### src/sv/kvce_pkg.sv
package kvce_pkg;

  // Storage geometry
  localparam int ENTRIES = 64;
  localparam int IDX_W   = $clog2(ENTRIES);
  localparam int OCC_W   = IDX_W + 1;

  // Field widths
  localparam int KEY_W = 64;
  localparam int VAL_W = 64;
  localparam int CAP_W = 7;
  localparam int CMP_W = (OCC_W > CAP_W) ? OCC_W : CAP_W;

  localparam logic [CAP_W-1:0] CAP_RESET = CAP_W'(64);

  // Request codes; the fourth code is a no-op
  typedef enum logic [1:0] {
    OP_GET   = 2'd0,
    OP_PUT   = 2'd1,
    OP_CLEAR = 2'd2
  } op_t;

  // Write control from the sequencer to the entry store
  typedef struct packed {
    logic             key_en;
    logic             value_en;
    logic [IDX_W-1:0] addr;
  } store_wr_t;

  // Fold a ring position back into the slot range
  function automatic logic [IDX_W-1:0] wrap_slot(input logic [OCC_W-1:0] s);
    logic [OCC_W-1:0] r;
    r = (s >= OCC_W'(ENTRIES)) ? (s - OCC_W'(ENTRIES)) : s;
    return r[IDX_W-1:0];
  endfunction

endpackage

### src/sv/kvce_seq.sv
module kvce_seq (
  input  logic                       clk,
  input  logic                       rst,
  input  logic                       start,
  input  logic [1:0]                 operation,
  input  logic [kvce_pkg::KEY_W-1:0] lookup_key,
  input  logic [kvce_pkg::VAL_W-1:0] store_value,
  input  logic [kvce_pkg::OCC_W-1:0] eff_cap,
  output logic                       busy,
  output logic                       done,
  output logic                       found,
  output logic [kvce_pkg::VAL_W-1:0] read_value,
  output logic [kvce_pkg::IDX_W-1:0] rd_addr,
  input  logic [kvce_pkg::KEY_W-1:0] rd_key,
  input  logic [kvce_pkg::VAL_W-1:0] rd_value,
  output kvce_pkg::store_wr_t        wr,
  output logic [kvce_pkg::KEY_W-1:0] wr_key,
  output logic [kvce_pkg::VAL_W-1:0] wr_value
);

  typedef enum logic [1:0] {
    S_IDLE = 2'b01,
    S_SCAN = 2'b10
  } state_t;

  state_t                     state, state_next;
  logic [1:0]                 op, op_next;
  logic [kvce_pkg::KEY_W-1:0] key, key_next;
  logic [kvce_pkg::VAL_W-1:0] val, val_next;
  logic [kvce_pkg::IDX_W-1:0] replace_slot, replace_slot_next;
  logic [kvce_pkg::OCC_W-1:0] occupancy, occupancy_next;
  logic [kvce_pkg::OCC_W-1:0] issue, issue_next;
  logic                       cmp_vld, cmp_vld_next;
  logic [kvce_pkg::IDX_W-1:0] cmp_slot, cmp_slot_next;
  logic                       done_next, found_next;
  logic [kvce_pkg::VAL_W-1:0] read_value_next;

  logic                       hit, scan_end, full;
  logic [kvce_pkg::IDX_W-1:0] ins_slot;

  // Ring positions: next scanned slot and the slot a new key lands in
  assign rd_addr  = kvce_pkg::wrap_slot(kvce_pkg::OCC_W'(replace_slot) + issue);
  assign ins_slot = kvce_pkg::wrap_slot(kvce_pkg::OCC_W'(replace_slot) + occupancy);

  // Shared key comparator on the registered store output
  assign hit      = cmp_vld && (rd_key == key);
  assign scan_end = !cmp_vld && (issue == occupancy);
  assign full     = occupancy >= eff_cap;

  assign busy     = (state != S_IDLE);
  assign wr_key   = key;
  assign wr_value = val;

  always_comb begin
    state_next        = state;
    op_next           = op;
    key_next          = key;
    val_next          = val;
    replace_slot_next = replace_slot;
    occupancy_next    = occupancy;
    issue_next        = issue;
    cmp_vld_next      = 1'b0;
    cmp_slot_next     = cmp_slot;
    done_next         = 1'b0;
    found_next        = found;
    read_value_next   = read_value;
    wr                = '0;
    wr.addr           = ins_slot;

    unique case (state)
      S_IDLE: begin
        // Take a request and decode it
        if (start) begin
          op_next  = operation;
          key_next = lookup_key;
          val_next = store_value;
          unique case (operation)
            kvce_pkg::OP_GET, kvce_pkg::OP_PUT: begin
              state_next = S_SCAN;
              issue_next = '0;
            end
            kvce_pkg::OP_CLEAR: begin
              occupancy_next    = '0;
              replace_slot_next = '0;
              done_next         = 1'b1;
              found_next        = 1'b0;
              read_value_next   = '0;
            end
            default: begin
              done_next       = 1'b1;
              found_next      = 1'b0;
              read_value_next = '0;
            end
          endcase
        end
      end
      S_SCAN: begin
        if (hit) begin
          // Match: return value on get, overwrite value on put
          state_next      = S_IDLE;
          done_next       = 1'b1;
          found_next      = 1'b1;
          read_value_next = (op == kvce_pkg::OP_GET) ? rd_value : '0;
          if (op == kvce_pkg::OP_PUT) begin
            wr.value_en = 1'b1;
            wr.addr     = cmp_slot;
          end
        end else if (scan_end) begin
          // Miss: a put stores the newest entry, evicting the oldest when full
          state_next      = S_IDLE;
          done_next       = 1'b1;
          found_next      = 1'b0;
          read_value_next = '0;
          if (op == kvce_pkg::OP_PUT) begin
            wr.key_en   = 1'b1;
            wr.value_en = 1'b1;
            if (full) begin
              replace_slot_next = kvce_pkg::wrap_slot(kvce_pkg::OCC_W'(replace_slot) +
                                                      kvce_pkg::OCC_W'(1));
            end else begin
              occupancy_next = occupancy + kvce_pkg::OCC_W'(1);
            end
          end
        end else if (issue != occupancy) begin
          // Advance the scan by one slot
          issue_next    = issue + kvce_pkg::OCC_W'(1);
          cmp_vld_next  = 1'b1;
          cmp_slot_next = rd_addr;
        end
      end
      default: begin
        state_next = S_IDLE;
      end
    endcase
  end

  // Control registers
  always_ff @(posedge clk) begin
    if (rst) begin
      state        <= S_IDLE;
      replace_slot <= '0;
      occupancy    <= '0;
      cmp_vld      <= 1'b0;
      done         <= 1'b0;
    end else begin
      state        <= state_next;
      replace_slot <= replace_slot_next;
      occupancy    <= occupancy_next;
      cmp_vld      <= cmp_vld_next;
      done         <= done_next;
    end
  end

  // Payload registers
  always_ff @(posedge clk) begin
    op         <= op_next;
    key        <= key_next;
    val        <= val_next;
    issue      <= issue_next;
    cmp_slot   <= cmp_slot_next;
    found      <= found_next;
    read_value <= read_value_next;
  end

  a_occ_bound: assert property (@(posedge clk) disable iff (rst)
    occupancy <= kvce_pkg::OCC_W'(kvce_pkg::ENTRIES))
    else $error("occupancy above entry count");

  a_issue_bound: assert property (@(posedge clk) disable iff (rst)
    (state == S_SCAN) |-> (issue <= occupancy))
    else $error("scan ran past occupied slots");

  a_done_idle: assert property (@(posedge clk) disable iff (rst)
    done |-> (state == S_IDLE))
    else $error("result strobe while scanning");

  a_cmp_in_scan: assert property (@(posedge clk) disable iff (rst)
    cmp_vld |-> (state == S_SCAN))
    else $error("compare pending outside scan");

  a_put_write: assert property (@(posedge clk) disable iff (rst)
    wr.key_en |-> (wr.value_en && op == kvce_pkg::OP_PUT))
    else $error("key written without put");

endmodule

### config.mk
export PLATFORM = sky130hd
export DESIGN_NAME = kvce_seq
export DESIGN_NICKNAME = d
export VERILOG_FILES = /design/src/sv/kvce_pkg.sv /design/src/sv/kvce_seq.sv
export SDC_FILE = /design/constraint.sdc
export NUM_CORES = 1
export LEC_CHECK = 0
export BUFFER_PORTS_ARGS = -buffer_cell sky130_fd_sc_hd__buf_2
export CAP_MARGIN = 20
export CORE_AREA = 2 2 185 187
export DETAILED_ROUTE_END_ITERATION = 6
export DIE_AREA = 0 0 187 189
export MAX_ROUTING_LAYER = met4
export SLEW_MARGIN = 15
export SYNTH_ARGS = -nofsm -noshare
export SYNTH_HDL_FRONTEND = slang
export SYNTH_SLANG_ARGS = --single-unit
### constraint.sdc
create_clock -name clk -period 9.7 [get_ports clk]
set_clock_uncertainty 0.2 [all_clocks]
set_input_delay 0.97 -clock clk [delete_from_list [all_inputs] [get_ports clk]]
set_output_delay 0.97 -clock clk [all_outputs]
set_load 0.01 [all_outputs]
After elaboration in Yosys (flattened, before gate mapping)
Cells that the tools add are included.
{"block": "classes", "n_reduce_logical": 15, "bitwise": 3, "n_div": 0, "eq_ne": 21, "shift": 0, "n_lt_le_gt_ge": 4, "add_sub_neg": 8, "n_mul": 0, "mux": 52}
{"cell": "2-to-1 mux 64 bit", "n": 5}
{"cell": "one-hot mux 64 bit (2 select lines)", "n": 1}
{"cell": "2-to-1 mux 7 bit", "n": 12}
{"cell": "== test 64 bit", "n": 1}
{"cell": "2-to-1 mux 6 bit", "n": 10}
{"cell": "one-hot mux 7 bit (2 select lines)", "n": 2}
{"cell": "greater-or-equal comparator 7 bit, second input constant", "n": 3}
{"cell": "!= test 2 bit, second input constant", "n": 9}
{"cell": "subtractor 6 x 1 -> 6 bit, second input constant", "n": 3}
{"cell": "adder 6 x 7 -> 7 bit", "n": 2}
{"cell": "adder 7 x 1 -> 7 bit, second input constant", "n": 2}
{"cell": "AND reduction 7 bit", "n": 2}
{"cell": "2-to-1 mux 2 bit", "n": 6}
{"cell": "one-hot mux 6 bit (2 select lines)", "n": 1}
{"cell": "2-to-1 mux 1 bit", "n": 11}
{"cell": "2-to-1 mux 8 bit", "n": 1}
{"cell": "AND reduction 4 bit", "n": 2}
{"cell": "adder 6 x 1 -> 7 bit, second input constant", "n": 1}
{"cell": "== test 7 bit", "n": 1}
{"cell": "greater-or-equal comparator 7 bit", "n": 1}
{"cell": "!= test 7 bit", "n": 1}
{"cell": "== test 2 x 1 -> 1 bit, second input constant", "n": 3}
{"cell": "!= test 2 x 1 -> 1 bit, second input constant", "n": 3}
{"cell": "AND reduction 6 bit", "n": 1}
{"cell": "other kinds (13)", "n": 19}
{"block": "word_totals", "rom_bits": 0, "mem_count": 0, "register_bits": 225, "wordCells": 115, "output_inout_bits": 209, "latch_bits": 0, "inputBits": 268, "ram_bits": 0}

Longest topological paths before layout
{"block": "logic_depth", "depth_word": 8, "depth_mapped": 9, "mapped_depth_nobuf": 8}

Worst setup path after synthesis
No wires, ideal clock.
{"block": "synth_timing", "path_kind": "input port to flip-flop", "start": "input start", "end": "register found, enable pin", "t_required_ns": 8.991, "stages": 3, "path_slack_ns": 1.424, "n_path_buf": 0, "setup_ns": 0.509, "arrival_time_ns": 7.566, "cell_sequence": "and2_1 > nand2_1 > a21oi_1"}
{"block": "synth_via", "elab_chain_cells": 2}
{"item": "start, declared", "line_no": "kvce_seq.sv:4", "text": "input logic start,"}
{"item": "!= test 2 bit (no line)"}
{"item": "AND reduction 4 bit (no line)"}
{"item": "end signal, assigned", "line_no": "kvce_seq.sv:161", "text": "found <= found_next;"}
{"item": "end, declared", "line_no": "kvce_seq.sv:11", "text": "output logic found,"}
Every way passes these cells.
A chain may end at the register's enable or synchronous reset.

==> summary by stage <==
Worst setup path
The highest fanout seen on the critical path is 6. The critical path start-end classification is input port to primary output. The endpoint identified for the worst register-to-register timing path is read_value[21]$_SDFFCE_PN0P_.

The worst path arrival time is 3800 ps. STA puts the critical path data required time at 8530 ps. The timing endpoint of the critical path is wr[1].

The critical path capture point type is a primary output. For the worst flop-to-flop path, the logic depth is 7. The worst register-to-register path begins at wr_key[24]$_DFFE_PP_. The slack of the worst reg-to-reg path is 6060 ps. The worst setup path is launched from an input port.

The launching instance or port of the critical path is rd_key[50].

Clock tree
Clock-pin slew was measured on the worst setup and hold paths at 60 ps. The post-cts hold buffer count is 0. The number of post-CTS setup repair buffers is 0. The library cell used as clock root buffer is clkbuf_16.

No sink is reached through more buffers than the 3 on the longest clock path. TritonCTS built the clock tree. TritonCTS created 27 clock buffers. The maximum level of the CTS H-tree is 1.

The later pin in the worst-skew pair is clocked with a latency of approximately 550 ps. After clock tree synthesis, the repair step resized 0 gates. The total clock sinks is 225.

Die
The die boundary height is 189 um. The effective utilization at floorplan is 28.32%. The floorplan core area is approximately 0.033 mm2. The placement row count is 67. The die is 187 um wide. The total die area is 0.03534 mm2. During I/O placement, the number of pins put on the boundary was 477.

Yosys
The fraction of synthesized area in multiplexers is 0.7168%. The share of the Yosys chip area taken by registers is 69.88%. The library cell occupying the most area in the post-synthesis netlist is edfxtp_1.

The simple-gate share of the synthesized area is 13.81%. Ranked by total cell area, the synthesized netlist is headed by edfxtp_1, xnor2_1, and2_1. The number of warnings printed during yosys synthesis is 0. The most used flip-flop cell after synthesis is edfxtp_1. Summing the areas of all compound-gate instances in the mapped netlist gives 4.381% of the synthesized area. In the synthesized netlist the async set-or-reset flop fraction comes to 0%. In the synthesized netlist, the number of instances is ~640. The adder and majority cell fraction of the synthesized area is under 10%. The number of nets in the synthesized netlist is 936. The parity-gate share of the synthesized area counting xor and xnor cells is around 6.2%. The number of different library cells used by synthesis comes to 47.

Counting flops and latches in the post-synthesis netlist gives 225. The number of enable-type register cells in the synthesized netlist is 208. The share of the synthesized area in the top cell type is 66.27%. The mapped cell area is 0.009425 mm2. The average instance in the mapped netlist occupies roughly 15 um2. The main combinational cell family by area after synthesis is simple AND/OR/NAND/NOR gates.

Routing
The number of DRC violations after detailed-routing iteration 0 is 434. The length of the first detailed-routing pass in iterations is 4. After detailed routing, the number of remaining DRC violations is 0. The final wirelength is 33170 um. After detailed routing, the number of vias per cell comes to 4.415. Dividing the detail-routed wire length by the instance count gives 20.50 um. In this run the remaining antenna-violating nets after routing total 0.

The detailed-route via count is 7144.

Final layout
The number of filler cells placed in the layout is roughly 3300. The sequential cell area in the final layout is 0.006586 mm2. The synthesis-to-layout area growth is 41.46%. The layout net count is roughly 1400. The area used by multi-input combinational logic is around 0.0027 mm2. The most frequent standard cell in the layout excluding fill and tap cells is buf_2. Leaving out fill and tap cells, the most frequent cells in the layout are buf_2, edfxtp_1, and2_1. The post-route netlist has 46.26% of its cells at a drive strength greater than 1.

GRT
The leftover overflow at the end of global routing is 0. The number of global-route vias before repair is 7298. The number of antenna violations at the first check in global routing was 6.

The overall routing resource usage is a little under a fifth. The first global-routing pass estimated between 40000 and 50000 um of wire. Entering global routing, the biggest net connects 90 pins.

Hold path
The worst hold path belongs to the class flip-flop to flip-flop.

Place
The congestion estimate from routability-driven global placement came to roughly 0.9. The total of buffers placed on input and output ports is 476. The placed wire-length estimate is 26810 um.

Pwr
VDD sags by at most roughly 0.13 mV. Power comes to 2504 uW. Summed over all cells, the static leakage comes to 0.005768 uW.

For this design the ratio of total power to cell area is approximately 190 mW/mm2.

Timing
The final hold violation count came to 0. For this run, the top clock speed supported by timing is 201.0 MHz. Dividing the final minimum period by the clock period gives 51.29%.

Setup violations remaining at the end of the flow were counted as 0. The sum of negative setup slack is 0 ps. The measured slew at the worst slew-check pin is 897.8 ps. The routed design could run at a clock period as short as 4975 ps. The number of pins with negative max-slew slack in the final report is 0. Setup repair after global routing left no endpoint under its margin. The worst max-slew margin expressed relative to the limit is about two fifths.

Flow run
Across the run, the number of max-cap violations was 0.

Status
The flow ran to the end, and the final reports show no timing, DRC or antenna violations.
Yosys cell counts, drive strengths merged (11+ instances only):
cell type,instances
xnor2,54
a21oi,21
o21ai,11
nand2b,37
nand4,35
nor2,23
xor2,13
and2,66
ha,22
inv,28
nand2,17
edfxtp,208
dfxtp,17
logic make-up after synthesis:
logic type / after synthesis
muxes: 6
AOI/OAI and AO/OA: 62
DFF: 225
buffers and inverters: 39
adders and majority gates: 24
and+or+nand+nor: 221
xor gates and xnor gates: 67
report_power, final:
group	total, uW	switching (uW)	internal, uW
clock network	1060	412	645
registers	1170	35.3	1130
logic	279	164	116
state kept, by name, summed over array words and instances (netlist names), 6 cells and up:
name	count
cmp_slot	6
issue	7
occupancy	7
read_value	64
replace_slot	6
wr_key	64
wr_value	64
area by class of cell:
| cell class | count | share of cell area [%] |
|---|---|---|
| tap | 448 | 4.204 |
| timing repair buffer | 480 | 18.24 |
| sequential | 225 | 49.40 |
| multi-input combinational | 380 | 20.28 |
| inverter | 28 | 0.7883 |
| clock inverter | 20 | 1.802 |
| clock buffer | 30 | 5.152 |
| antenna | 7 | 0.1314 |
worst min-delay path by stage:
stage / startpoint / to / cells past startpoint
after CTS: replace_slot[5]$_SDFFE_PP0P_ / replace_slot[5]$_SDFFE_PP0P_ / 2
after global routing: store_value[28] / wr_value[28]$_DFFE_PP_ / 1
after floorplan: occupancy[6]$_SDFFE_PP0P_ / occupancy[6]$_SDFFE_PP0P_ / 2
final: replace_slot[5]$_SDFFE_PP0P_ / replace_slot[5]$_SDFFE_PP0P_ / 2
after global placement: replace_slot[5]$_SDFFE_PP0P_ / replace_slot[5]$_SDFFE_PP0P_ / 2
after detailed placement: replace_slot[5]$_SDFFE_PP0P_ / replace_slot[5]$_SDFFE_PP0P_ / 2
through the flow:
stage / setup WS (ps) / utilization, % / hold WS, ps / std cells / cell area, um2
2_1_floorplan: 1424 / - / 291.4 / 644 / 9425
4_1_cts: 4579 / 39.93 / 343.1 / 1610 / 13290
3_5_place_dp: 4589 / 37.14 / 333.3 / 1560 / 12360
5_1_grt: 4435 / 40.05 / 362.9 / 1617 / 13330
3_3_place_gp: 4640 / 37.14 / 329.9 / 1560 / 12360
6_report: 4725 / 40.06 / 343.5 / 1618 / 13330
routing by layer:
metal	up-vias	track usage (%)	routed length, um
li1	3395	-	-
met4	0	7.021	1051
met3	46	4.782	2396
met5	-	-	0
met2	302	31.36	16740
met1	3401	21.57	12980
worst max-delay path, stage by stage:
cell and delay [ps]:
buf_2 80, nand2b_1 110, o2111ai_1 270, nor4_1 830, nand3_1 420, nor3_2 580, mux2_2 400, buf_2 140
Power figures use the tool's default switching activity.
